`config.mk`:
```
export PLATFORM = sky130hd
export DESIGN_NAME = pid_position_loop
export DESIGN_NICKNAME = d
export VERILOG_FILES = /design/src/hw/rtl/ppl_pkg.sv /design/src/hw/rtl/ppl_mul.sv /design/src/hw/rtl/ppl_div.sv /design/src/hw/rtl/pid_position_loop.sv
export VERILOG_INCLUDE_DIRS = /design/src /design/src/hw/rtl
export SDC_FILE = /design/constraint.sdc
export NUM_CORES = 2
export LEC_CHECK = 0
export CAP_MARGIN = 20
export CORE_MARGIN = 2
export CORE_UTILIZATION = 45
export CTS_BUF_LIST = sky130_fd_sc_hd__clkbuf_8
export DETAILED_ROUTE_END_ITERATION = 16
export DONT_BUFFER_PORTS = 1
export PLACE_DENSITY = 0.71
export RECOVER_POWER = 100
export SETUP_SLACK_MARGIN = 0.3
export SLEW_MARGIN = 15
export SYNTH_ARGS = -nofsm -noshare
export SYNTH_HDL_FRONTEND = slang
export SYNTH_SLANG_ARGS = --single-unit
```
`constraint.sdc`:
```
create_clock -name clk -period 18.4 [get_ports clk]
set_input_delay 1.84 -clock clk [delete_from_list [all_inputs] [get_ports clk]]
set_output_delay 1.84 -clock clk [all_outputs]
set_load 0.05 [all_outputs]
```
`src/hw/rtl/assert_macros.svh`:
```
// assertion macros used by the top level rtl file
`ifndef ASSERT_MACROS_SVH
`define ASSERT_MACROS_SVH

// same-cycle implication, disabled while reset is asserted
`define ASSERT_IMP(label, clk_sig, rstn_sig, ante, cons) \
    label: assert property (@(posedge clk_sig) disable iff (!rstn_sig) (ante) |-> (cons)) \
        else $error("same-cycle implication violated");

// next-cycle implication, disabled while reset is asserted
`define ASSERT_NXT(label, clk_sig, rstn_sig, ante, cons) \
    label: assert property (@(posedge clk_sig) disable iff (!rstn_sig) (ante) |=> (cons)) \
        else $error("next-cycle implication violated");

`endif

```
`src/hw/rtl/ppl_pkg.sv`:
```
// types, constants and helper functions of the position pid loop
`timescale 1ns / 1ps

package ppl_pkg;

    localparam int DW   = 32;
    localparam int FB   = 16;
    localparam int IDXW = 3;
    localparam int CW   = $clog2(DW + 1);

    typedef logic signed [DW-1:0] word_t;
    typedef logic        [DW-1:0] uword_t;

    // register indexes
    localparam logic [IDXW-1:0] REG_GAIN_P  = 3'd0;
    localparam logic [IDXW-1:0] REG_GAIN_I  = 3'd1;
    localparam logic [IDXW-1:0] REG_GAIN_D  = 3'd2;
    localparam logic [IDXW-1:0] REG_CMD_HI  = 3'd3;
    localparam logic [IDXW-1:0] REG_CMD_LO  = 3'd4;
    localparam logic [IDXW-1:0] REG_POS_HI  = 3'd5;
    localparam logic [IDXW-1:0] REG_POS_LO  = 3'd6;

    // limit flag codes
    localparam logic [1:0] LIM_NONE  = 2'd0;
    localparam logic [1:0] LIM_UPPER = 2'd1;
    localparam logic [1:0] LIM_LOWER = 2'd2;

    // function codes
    localparam logic FUNC_START  = 1'b0;
    localparam logic FUNC_UPDATE = 1'b1;

    localparam word_t WORD_MAX = {1'b0, {(DW-1){1'b1}}};
    localparam word_t WORD_MIN = {1'b1, {(DW-1){1'b0}}};

    typedef struct packed {
        logic   load;
        uword_t a_mag;
        uword_t b_mag;
        logic   neg;
    } mul_req_t;

    typedef struct packed {
        logic                start;
        logic signed [DW:0]  num;
        uword_t              den;
    } div_req_t;

    // magnitude of a signed word, the most negative value included
    function automatic uword_t mag_w(input word_t x);
        return x[DW-1] ? uword_t'(-x) : uword_t'(x);
    endfunction

    // signed word from magnitude and sign, saturated
    function automatic word_t sat_mag(input logic [2*DW-1:0] m, input logic neg);
        logic [2*DW-1:0] lim;
        logic [2*DW-1:0] mm;
        logic [DW-1:0]   low;
        lim = neg ? ((2*DW)'(1) << (DW-1)) : (((2*DW)'(1) << (DW-1)) - (2*DW)'(1));
        mm  = (m > lim) ? lim : m;
        low = mm[DW-1:0];
        return neg ? word_t'(-low) : word_t'(low);
    endfunction

    // saturate a value two bits wider than a word
    function automatic word_t sat_wide(input logic signed [DW+1:0] x);
        logic signed [DW+1:0] hi_w;
        logic signed [DW+1:0] lo_w;
        hi_w = {{2{WORD_MAX[DW-1]}}, WORD_MAX};
        lo_w = {{2{WORD_MIN[DW-1]}}, WORD_MIN};
        if (x > hi_w)
            return WORD_MAX;
        else if (x < lo_w)
            return WORD_MIN;
        else
            return x[DW-1:0];
    endfunction

    // sign extend a word by two bits
    function automatic logic signed [DW+1:0] ext2(input word_t x);
        return {{2{x[DW-1]}}, x};
    endfunction

endpackage

```
`src/hw/rtl/ppl_mul.sv`:
```
// shared fixed point multiplier, registered product with shift and saturation
`timescale 1ns / 1ps

module ppl_mul
    import ppl_pkg::*;
(
    input  logic     clk,
    input  logic     rst_n,
    input  mul_req_t req,
    output word_t    result
);

    logic [2*DW-1:0] prod_reg;
    logic            neg_reg;
    logic            loaded_reg;

    // magnitudes multiplied exactly, sign kept aside
    always_ff @(posedge clk)
    begin
        if (req.load)
        begin
            prod_reg <= (2*DW)'(req.a_mag) * (2*DW)'(req.b_mag);
            neg_reg  <= req.neg;
        end
    end

    always_ff @(posedge clk or negedge rst_n)
    begin
        if (!rst_n)
            loaded_reg <= 1'b0;
        else if (req.load)
            loaded_reg <= 1'b1;
    end

    // drop fraction bits toward zero, then saturate
    assign result = loaded_reg
                  ? sat_mag({{FB{1'b0}}, prod_reg[2*DW-1:FB]}, neg_reg)
                  : '0;

endmodule

```
`src/hw/rtl/ppl_div.sv`:
```
// serial restoring divider for the derivative term, one quotient bit a cycle
`timescale 1ns / 1ps

module ppl_div
    import ppl_pkg::*;
(
    input  logic     clk,
    input  logic     rst_n,
    input  div_req_t req,
    output logic     busy,
    output word_t    quotient
);

    logic            busy_reg;
    logic [CW-1:0]   cnt_reg;
    logic [DW-1:0]   rem_reg;
    uword_t          dq_reg;
    uword_t          den_reg;
    logic            neg_reg;
    logic            ovf_reg;
    logic            zero_reg;

    logic [DW:0]     num_mag;
    logic [DW:0]     num_hi;
    logic [DW:0]     rem_shift;
    logic            rem_ge;

    assign num_mag   = req.num[DW] ? (DW+1)'(-req.num) : (DW+1)'(req.num);
    assign num_hi    = num_mag >> (DW - FB);
    assign rem_shift = {rem_reg, dq_reg[DW-1]};
    assign rem_ge    = rem_shift >= {1'b0, den_reg};

    always_ff @(posedge clk or negedge rst_n)
    begin
        if (!rst_n)
        begin
            busy_reg <= 1'b0;
            cnt_reg  <= '0;
        end
        else if (req.start && !busy_reg)
        begin
            if (req.den != '0 && num_hi < {1'b0, req.den})
            begin
                busy_reg <= 1'b1;
                cnt_reg  <= CW'(DW);
            end
        end
        else if (busy_reg)
        begin
            cnt_reg <= cnt_reg - CW'(1);
            if (cnt_reg == CW'(1))
                busy_reg <= 1'b0;
        end
    end

    always_ff @(posedge clk)
    begin
        if (req.start && !busy_reg)
        begin
            neg_reg  <= req.num[DW];
            den_reg  <= req.den;
            zero_reg <= (req.den == '0);
            // quotient would not fit a word
            ovf_reg  <= (num_hi >= {1'b0, req.den});
            rem_reg  <= num_hi[DW-1:0];
            dq_reg   <= {num_mag[DW-FB-1:0], {FB{1'b0}}};
        end
        else if (busy_reg)
        begin
            rem_reg <= rem_ge ? DW'(rem_shift - {1'b0, den_reg}) : rem_shift[DW-1:0];
            dq_reg  <= {dq_reg[DW-2:0], rem_ge};
        end
    end

    assign busy = busy_reg;

    always_comb
    begin
        if (zero_reg)
            quotient = '0;
        else if (ovf_reg)
            quotient = sat_mag({(2*DW){1'b1}}, neg_reg);
        else
            quotient = sat_mag({{DW{1'b0}}, dq_reg}, neg_reg);
    end

endmodule

```
`src/hw/rtl/pid_position_loop.sv`:
```
// position pid loop top level: registers, sequencer and output stage
`timescale 1ns / 1ps
`include "assert_macros.svh"

// Position PID controller in signed Q16.16. A start transfer (func 0) clears
// the stored error and integral, latches the timestamp and gives no result; it
// is taken without leaving S_IDLE. An update transfer (func 1) runs a small
// sequencer over one shared 32x32 multiplier and a serial divider: the error
// times elapsed time is integrated and clamped to the command limits, the
// error change is divided by the elapsed time (derivative zero when no time
// has passed), and the three gain terms are summed, clamped to the command
// limits and zeroed outside the position limits. The derivative multiply waits
// for the 32-step divider, which runs one quotient bit a cycle alongside the
// multiplies, and the next input can be taken as soon as the result is valid;
// with zero elapsed time, or when the derivative quotient saturates, the
// divider is skipped and the derivative multiply does not wait. in_ready is
// low while an update is in flight. The result sits in an output register, so
// a new input may be taken while it waits. The user must write configuration
// through cfg_write/cfg_index/cfg_data only while idle; the block itself does
// not enforce it. Indexes beyond the last register are ignored.
module pid_position_loop
    import ppl_pkg::*;
(
    input  logic            clk,
    input  logic            rst_n,

    input  logic            cfg_write,
    input  logic [IDXW-1:0] cfg_index,
    input  logic [DW-1:0]   cfg_data,

    input  logic            in_valid,
    output logic            in_ready,
    input  logic            func,
    input  word_t           target_pos,
    input  word_t           current_pos,
    input  uword_t          timestamp,

    output logic            out_valid,
    input  logic            out_ready,
    output word_t           command,
    output logic [1:0]      torque_limit,
    output logic [1:0]      position_limit
);

    // sequencer codes
    localparam logic [2:0] S_IDLE = 3'd0;   // waiting for an input transfer
    localparam logic [2:0] S_MI   = 3'd1;   // error times elapsed issued
    localparam logic [2:0] S_INT  = 3'd2;   // integral update, divider start
    localparam logic [2:0] S_MP   = 3'd3;   // proportional term back
    localparam logic [2:0] S_MIN  = 3'd4;   // integral term back
    localparam logic [2:0] S_WDIV = 3'd5;   // waiting on derivative quotient
    localparam logic [2:0] S_MD   = 3'd6;   // derivative term back, result out

    // configuration
    word_t gain_p_reg, gain_i_reg, gain_d_reg;
    word_t cmd_hi_reg, cmd_lo_reg, pos_hi_reg, pos_lo_reg;

    // loop state
    logic [2:0] state_reg, state_next;
    word_t      prev_error_reg, prev_error_next;
    word_t      integral_reg, integral_next;
    uword_t     prev_time_reg, prev_time_next;

    // per update working values
    word_t                err_reg, err_next;
    uword_t               elapsed_reg, elapsed_next;
    word_t                pos_reg, pos_next;
    logic signed [DW+1:0] acc_reg, acc_next;

    // output stage
    logic       out_valid_reg, out_valid_next;
    word_t      command_reg, command_next;
    logic [1:0] tflag_reg, tflag_next;
    logic [1:0] pflag_reg, pflag_next;

    // shared units
    mul_req_t mul_req;
    word_t    mul_res;
    div_req_t div_req;
    logic     div_busy;
    word_t    div_q;

    logic in_xfer;

    ppl_mul u_mul (
        .clk    (clk),
        .rst_n  (rst_n),
        .req    (mul_req),
        .result (mul_res)
    );

    ppl_div u_div (
        .clk      (clk),
        .rst_n    (rst_n),
        .req      (div_req),
        .busy     (div_busy),
        .quotient (div_q)
    );

    assign in_ready = (state_reg == S_IDLE);
    assign in_xfer  = in_valid && in_ready;

    // configuration writes, out of range indexes dropped
    always_ff @(posedge clk or negedge rst_n)
    begin
        if (!rst_n)
        begin
            gain_p_reg <= '0;
            gain_i_reg <= '0;
            gain_d_reg <= '0;
            cmd_hi_reg <= WORD_MAX;
            cmd_lo_reg <= WORD_MIN;
            pos_hi_reg <= WORD_MAX;
            pos_lo_reg <= WORD_MIN;
        end
        else if (cfg_write)
        begin
            unique case (cfg_index)
                REG_GAIN_P: gain_p_reg <= cfg_data;
                REG_GAIN_I: gain_i_reg <= cfg_data;
                REG_GAIN_D: gain_d_reg <= cfg_data;
                REG_CMD_HI: cmd_hi_reg <= cfg_data;
                REG_CMD_LO: cmd_lo_reg <= cfg_data;
                REG_POS_HI: pos_hi_reg <= cfg_data;
                REG_POS_LO: pos_lo_reg <= cfg_data;
                default:    ;
            endcase
        end
    end

    always_comb
    begin
        logic signed [DW+1:0] diff;
        logic signed [DW+1:0] isum;
        word_t                isat;
        logic signed [DW+1:0] csum;
        logic signed [DW+1:0] chi_w;
        logic signed [DW+1:0] clo_w;

        diff  = ext2(target_pos) - ext2(current_pos);
        isum  = ext2(integral_reg) + ext2(mul_res);
        isat  = sat_wide(isum);
        csum  = acc_reg + ext2(mul_res);
        chi_w = ext2(cmd_hi_reg);
        clo_w = ext2(cmd_lo_reg);

        state_next      = state_reg;
        prev_error_next = prev_error_reg;
        integral_next   = integral_reg;
        prev_time_next  = prev_time_reg;
        err_next        = err_reg;
        elapsed_next    = elapsed_reg;
        pos_next        = pos_reg;
        acc_next        = acc_reg;
        out_valid_next  = out_valid_reg && !out_ready;
        command_next    = command_reg;
        tflag_next      = tflag_reg;
        pflag_next      = pflag_reg;

        mul_req       = '0;
        div_req       = '0;
        div_req.num   = {err_reg[DW-1], err_reg} - {prev_error_reg[DW-1], prev_error_reg};
        div_req.den   = elapsed_reg;

        unique case (state_reg)
            S_IDLE:
            begin
                if (in_xfer)
                begin
                    prev_time_next = timestamp;
                    if (func == FUNC_START)
                    begin
                        prev_error_next = '0;
                        integral_next   = '0;
                    end
                    else
                    begin
                        // elapsed time wraps with the timestamp
                        err_next     = sat_wide(diff);
                        elapsed_next = timestamp - prev_time_reg;
                        pos_next     = current_pos;
                        state_next   = S_MI;
                    end
                end
            end
            S_MI:
            begin
                mul_req.load  = 1'b1;
                mul_req.a_mag = mag_w(err_reg);
                mul_req.b_mag = elapsed_reg;
                mul_req.neg   = err_reg[DW-1];
                state_next    = S_INT;
            end
            S_INT:
            begin
                // anti-windup clamp, upper test first
                if (isat > cmd_hi_reg)
                    integral_next = cmd_hi_reg;
                else if (isat < cmd_lo_reg)
                    integral_next = cmd_lo_reg;
                else
                    integral_next = isat;
                div_req.start = 1'b1;
                mul_req.load  = 1'b1;
                mul_req.a_mag = mag_w(gain_p_reg);
                mul_req.b_mag = mag_w(err_reg);
                mul_req.neg   = gain_p_reg[DW-1] ^ err_reg[DW-1];
                state_next    = S_MP;
            end
            S_MP:
            begin
                acc_next      = ext2(mul_res);
                mul_req.load  = 1'b1;
                mul_req.a_mag = mag_w(gain_i_reg);
                mul_req.b_mag = mag_w(integral_reg);
                mul_req.neg   = gain_i_reg[DW-1] ^ integral_reg[DW-1];
                state_next    = S_MIN;
            end
            S_MIN:
            begin
                acc_next   = csum;
                state_next = S_WDIV;
            end
            S_WDIV:
            begin
                if (!div_busy)
                begin
                    mul_req.load  = 1'b1;
                    mul_req.a_mag = mag_w(gain_d_reg);
                    mul_req.b_mag = mag_w(div_q);
                    mul_req.neg   = gain_d_reg[DW-1] ^ div_q[DW-1];
                    state_next    = S_MD;
                end
            end
            S_MD:
            begin
                // hold here while an earlier result still waits
                if (!out_valid_reg || out_ready)
                begin
                    if (csum > chi_w)
                    begin
                        command_next = cmd_hi_reg;
                        tflag_next   = LIM_UPPER;
                    end
                    else if (csum < clo_w)
                    begin
                        command_next = cmd_lo_reg;
                        tflag_next   = LIM_LOWER;
                    end
                    else
                    begin
                        command_next = csum[DW-1:0];
                        tflag_next   = LIM_NONE;
                    end
                    // outside the travel window the drive is cut
                    if (pos_reg > pos_hi_reg)
                    begin
                        command_next = '0;
                        pflag_next   = LIM_UPPER;
                    end
                    else if (pos_reg < pos_lo_reg)
                    begin
                        command_next = '0;
                        pflag_next   = LIM_LOWER;
                    end
                    else
                        pflag_next   = LIM_NONE;
                    out_valid_next  = 1'b1;
                    prev_error_next = err_reg;
                    state_next      = S_IDLE;
                end
            end
            default:
                state_next = S_IDLE;
        endcase
    end

    always_ff @(posedge clk or negedge rst_n)
    begin
        if (!rst_n)
        begin
            state_reg      <= S_IDLE;
            prev_error_reg <= '0;
            integral_reg   <= '0;
            prev_time_reg  <= '0;
            out_valid_reg  <= 1'b0;
        end
        else
        begin
            state_reg      <= state_next;
            prev_error_reg <= prev_error_next;
            integral_reg   <= integral_next;
            prev_time_reg  <= prev_time_next;
            out_valid_reg  <= out_valid_next;
        end
    end

    always_ff @(posedge clk)
    begin
        err_reg     <= err_next;
        elapsed_reg <= elapsed_next;
        pos_reg     <= pos_next;
        acc_reg     <= acc_next;
        command_reg <= command_next;
        tflag_reg   <= tflag_next;
        pflag_reg   <= pflag_next;
    end

    assign out_valid      = out_valid_reg;
    assign command        = command_reg;
    assign torque_limit   = tflag_reg;
    assign position_limit = pflag_reg;

    // divider only runs underneath the multiply steps
    `ASSERT_IMP(a_div_window, clk, rst_n, div_busy,
        state_reg == S_MP || state_reg == S_MIN || state_reg == S_WDIV)

    // a position fault always cuts the drive
    `ASSERT_IMP(a_pos_cut, clk, rst_n, out_valid && position_limit != LIM_NONE,
        command == '0)

    // the torque flag carries defined codes only
    `ASSERT_IMP(a_tflag_code, clk, rst_n, out_valid,
        torque_limit == LIM_NONE || torque_limit == LIM_UPPER || torque_limit == LIM_LOWER)

    // an update transfer closes the input until it is done
    `ASSERT_NXT(a_update_busy, clk, rst_n, in_valid && in_ready && func == FUNC_UPDATE,
        !in_ready)

endmodule
```
Word-level counts from Yosys, hierarchy flattened
Cells that the tools add are included.
- $add $sub $neg: 17
- $mul: 1
- order comparisons: 16
- equality and inequality tests: 19
- multiplexer cells: 55
- bitwise gates (word level): 3
- reduce and logical (&&, ||, !) cells: 31
- operators with widths (kind ; number):
    $mux W32 ; 30
    $neg A32 Y32 ; 9
    $pmux W66 S4 ; 1
    $pmux W32 S2 ; 2
    $pmux W34 S2 ; 1
    $gt A33 B32 Y1 const B ; 2
    $lt A33 B32 Y1 const B ; 2
    $mux W66 ; 1
    $sub A32 B32 Y33 ; 2
    $gt A32 B32 Y1 ; 2
    $gt A32 B64 Y1 ; 1
    $gt A64 B32 Y1 const A ; 1
    $lt A32 B32 Y1 ; 2
    $mul A32 B32 Y64 ; 1
    $sub A32 B32 Y32 ; 2
    $gt A48 B32 Y1 ; 1
    $add A34 B32 Y34 ; 1
    $gt A34 B32 Y1 ; 1
    $lt A34 B32 Y1 ; 1
    $mux W17 ; 2
    $add A32 B32 Y33 ; 1
    $ge A33 B32 Y1 ; 1
    $mux W33 ; 1
    $neg A33 Y33 ; 1
    other kinds (26) ; 73
- bits in registers: 662
- output and inout port bits: 38
- logic and storage cells: 174

Depth between registers and ports, before layout
- depth after elaboration: 14
- gate-level depth with buffers: 62
- depth with buffers taken out: 54

Modules after synthesis
A second synthesis with hierarchy kept.
- cell total of the unflattened synthesis: 8868
- area total of the unflattened synthesis: 82158.8 um2
- modules (own cells, without submodules) (module ; times used ; cells an instance ; area an instance (um2) ; sequential area each (um2)):
    pid_position_loop ; 1 ; 3817 ; 36737.7 ; 13172.6
    ppl_mul ; 1 ; 3963 ; 36279.8 ; 1496.4
    ppl_div ; 1 ; 1088 ; 9141.3 ; 2837.7

Least setup slack after synthesis
No wires, ideal clock.
- path kind: reg2reg
- start point: register u_div.neg_reg
- end point: register u_mul.prod_reg[62] (data pin)
- library setup time: 0.265 ns
- arrival time: 13.090 ns
- setup slack: 5.045 ns
- cell stages (with the launch flop): 54
- cells stage by stage: edfxtp_1 inv_1 clkbuf_1 clkbuf_1 ha_1 nand4_1 or4_4 nor4_4 a31o_2 nand2_1 buf_6 clkbuf_1 o21ai_0 ha_1 clkbuf_1 clkbuf_1 nand2_1 o21ai_0 (+18 left out) inv_1 fa_1 inv_1 fa_1 inv_1 ha_1 a21o_1 a21oi_1 nand3_1 o21ai_2 o21ai_2 o211ai_2 nand2_2 o211a_1 nand2b_1 a21o_1 and4b_1 or3_1
- word-level cells in the longest chain between the ends: 12
- elaborated cells on any way between the ends: 16
- classes of those cells: 3 x add/sub; 1 x mul; 2 x order compare; 10 x mux
- RTL lines (what ; RTL line ; text):
    from (decl) ; ppl_div.sv:19 ; logic neg_reg;
    from (signal assigned) ; ppl_div.sv:60 ; neg_reg <= req.num[DW];
    $mux W32 ; ppl_pkg.sv:58 ; lim = neg ? ((2*DW)'(1) << (DW-1)) : (((2*DW)'(1) << (DW-1)) - (2*DW)'(1));
    $gt A32 B64 Y1 / $gt A64 B32 Y1 (equally long branches) ; ppl_pkg.sv:59 ; mm = (m > lim) ? lim : m;
    $mux W32 ; ppl_pkg.sv:59 ;
    $neg A32 Y32 ; ppl_pkg.sv:61 ; return neg ? word_t'(-low) : word_t'(low);
    $mux W32 ; ppl_pkg.sv:61 ;
    $mux W32 (*) ; ppl_div.sv:81 ; else if (ovf_reg)
    $mux W32 (*) ; ppl_div.sv:79 ; if (zero_reg)
    $neg A32 Y32 ; ppl_pkg.sv:50 ; return x[DW-1] ? uword_t'(-x) : uword_t'(x);
    $mux W32 (*) ; ppl_pkg.sv:50 ;
    $mux W66 (*) ; pid_position_loop.sv:226 ; if (!div_busy)
    $pmux W66 S4 (*) ; pid_position_loop.sv:165 ; unique case (state_reg)
    $mul A32 B32 Y64 (*) ; ppl_mul.sv:22 ; prod_reg <= (2*DW)'(req.a_mag) * (2*DW)'(req.b_mag);
    to (signal assigned) ; ppl_mul.sv:22 ;
    to (decl) ; ppl_mul.sv:13 ; logic [2*DW-1:0] prod_reg;
Every way passes the cells marked *; elsewhere a longest branch is shown, timed or not.
A chain may end at the register's enable or synchronous reset.

Worst setup path after layout
- start point: register u_div.neg_reg
- end point: register u_mul.prod_reg[51] (data pin)
Same word-level chain as after synthesis.

==> reports/metrics.csv <==
metric,value,unit
drc,0,
rsz0062_at_grt,no,
cp_slowest_cell,a31oi_1,
grt_use_total,0.3086,
setup_tns,0,ns
fin_crit_sh,0.8744,
multi_input_area,57240,um^2
cts_buffer_depth,3,
cts_tree,built,
htree_levels,3,
min_period,16.09,ns
hold_viol,0,
critical_path_class,reg2reg,
worstSetupStartpointType,flip-flop,
gr-total-overflow,0,
drtIter0Drc,7331,
gp_congestion,1.022,
synth_flop_cell,edfxtp_1,
cts_repair_resize_count,0,
reg2reg_depth,49,
setup_viol,0,
synthCells,9172,
layout_commonest_cell,inv_1,
root_buffer,clkbuf_8,
ff_latch_area,17510,um^2
clk_pin_slew,0.06,ns
worst-path-max-fanout,47,
clkLatencyLatePin,0.90,ns
fmax,62.16,MHz
tightest_slew,4.083,ns
cp.required,19.03,ns
ys_ff_latch,646,
die_area,184400,um^2
holdBufCountCts,0,
io_buffer_count,0,
synth_cell_type_count,112,
syn_to_final_growth,6.653,%
numCtsBuffers,114,
grt_pass1_wl,429.4,mm
viasPerCell,5.950,
r2r_end,u_mul.prod_reg[51]$_DFFE_PP_,
cp-end-kind,flip-flop,
syn_area,81430,um^2
final_nets,10820,
slew_headroom,-1.722,
crit_path_end,u_mul.prod_reg[51]$_DFFE_PP_,
synthArstFlopShare,0.5139,
antenna_found_initial,24,
clock_sinks,646,
critPathLaunch,u_div.neg_reg$_DFFE_PP_,
syn_nets,10950,
cpPeakStageDelay,1.36,ns
ys.warnings.count,0,
die_height,429.4,um
maxCapViolCount,26,
ys_seq_area_frac,0.2150,
drtPass1Iterations,7,
grt_pass1_vias,67910,
core.rowCount,156,
core,180400,um^2
grt_start_max_net_pins,333,
hp-class,reg2reg,
failed_checks,"capacitance limit, slew limit",
fp.dieW,429.4,um
avgRoutedWirePerCell,24.83,um
r2r-start,u_div.neg_reg$_DFFE_PP_,
hpwl,215.0,mm
via_count,68620,
worst_clock_skew,0.08548,ns
finalMaxSlewViolations,1027,
min_path_cells,2,
status,finished with violations,
post_cts_buffers,0,
antenna_left,0,
largest_reg_flops,48,
drive_gt1_frac,0.08203,
ios,175,
floorplan.initialDensity,0.4515,
n_fill_cell,16970,
cp.arrival,16.72,ns
ff2ff_setup_slack,2.31,ns
synth_area_per_cell,8.878,um^2
layout_common_cells,"1,476 x inv_1, 930 x nand2_1, 901 x fa_1",
wl,286.3,mm
synth_edf_count,283,
## logic make-up (layout without fill, tap and decap cells)
kind of cell,after synthesis,after routing,share of synthesized area
XOR/XNOR,395,395,0.04249
buffers and inverters,1846,1817,0.08623
adder cells (fa/ha/maj),1644,1644,0.3355
AND/OR/NAND/NOR,2693,2693,0.1525
other,0,20,0
flip-flops,646,646,0.2150
multiplexers,266,266,0.03603
AO/OA/AOI/OAI,1682,1682,0.1322
## synthesized netlist by cell type, drive strengths merged (22+ instances only)
| cell type | count | area [um^2] |
|---|---|---|
| a211oi | 77 | 593.1 |
| a21boi | 22 | 165.2 |
| a21o | 142 | 1066 |
| a21oi | 449 | 2251 |
| a22o | 46 | 402.9 |
| a22oi | 43 | 322.8 |
| a31oi | 41 | 284.0 |
| and2 | 68 | 425.4 |
| buf | 58 | 302.8 |
| clkbuf | 337 | 1267 |
| dfrtp | 268 | 6706 |
| dfstp | 64 | 1682 |
| dfxtp | 31 | 620.6 |
| edfxtp | 283 | 8498 |
| fa | 901 | 18040 |
| ha | 737 | 9221 |
| inv | 1447 | 5431 |
| mux2 | 217 | 2444 |
| mux2i | 49 | 490.5 |
| nand2 | 932 | 3503 |
| nand2b | 145 | 907.1 |
| nand3 | 85 | 430.4 |
| nand4 | 78 | 488.0 |
| nor2 | 886 | 3408 |
| nor2b | 85 | 531.8 |
| nor3 | 122 | 644.4 |
| nor4 | 60 | 424.2 |
| o211ai | 29 | 222.7 |
| o21a | 64 | 480.5 |
| o21ai | 454 | 2302 |
| o21bai | 30 | 225.2 |
| o22ai | 46 | 300.3 |
| o31ai | 77 | 601.8 |
| o41ai | 29 | 269.0 |
| or2 | 41 | 256.5 |
| or3 | 73 | 456.7 |
| or4 | 42 | 322.8 |
| xnor2 | 176 | 1541 |
| xor2 | 219 | 1918 |
## routing by layer
metal	vias up	part of all wire	global-route usage	wire, um
li1	30150	-	-	-
met5	-	0.00029	0	84
met1	33900	0.40	0.4147	114600
met3	849	0.11	0.08177	32550
met4	12	0.057	0.1486	16440
met2	3707	0.43	0.4613	122600
## worst min-delay path by stage
stage,from,slack [ns],end
after floorplan,u_div.rem_reg[31]$_SDFFE_PP0P_,0.44,u_div.rem_reg[31]$_SDFFE_PP0P_
after global placement,u_div.rem_reg[23]$_SDFFE_PP0P_,0.47,u_div.rem_reg[23]$_SDFFE_PP0P_
after detailed placement,u_div.rem_reg[25]$_SDFFE_PP0P_,0.48,u_div.rem_reg[25]$_SDFFE_PP0P_
after CTS,u_div.rem_reg[25]$_SDFFE_PP0P_,0.49,u_div.rem_reg[25]$_SDFFE_PP0P_
after global routing,prev_error_reg[23]$_DFFE_PN0P_,0.52,prev_error_reg[23]$_DFFE_PN0P_
final,u_div.rem_reg[25]$_SDFFE_PP0P_,0.49,u_div.rem_reg[25]$_SDFFE_PP0P_
## layout make-up
class | count | area share
multi-input cells | 6680 | 0.6591
flip-flops and latches | 646 | 0.2016
inverters | 1450 | 0.06267
well taps | 2370 | 0.03414
clock buffers | 127 | 0.02013
repair buffers | 149 | 0.01225
clock inverters | 91 | 0.009566
diodes | 20 | 0.0005763
## worst max-delay path, delay by kind of cell, from the launching register on
family	cells	cell delay (ns)
AOI/OAI and AO/OA	17	6.68
xor gates and xnor gates	2	0.30
adders and majority gates	11	5.45
buffers and inverters	10	1.37
DFF	1	0.32
and+or+nand+nor	9	1.71
## through the flow
stage,hold WS (ns),setup slack (ns),std cells,util,instance area (um^2)
2_1_floorplan,0.4385,5.045,9172,-,81430
3_3_place_gp,0.4731,3.812,11290,0.4674,84300
3_5_place_dp,0.4800,3.589,11290,0.4674,84300
4_1_cts,0.4882,3.569,11510,0.4817,86880
5_1_grt,0.5160,1.145,11520,0.4813,86810
6_report,0.4850,2.311,11530,0.4815,86850
Power is left out: the tool's default activity adds up to more than one toggle a clock period on the data nets, which glitch-free logic cannot reach.
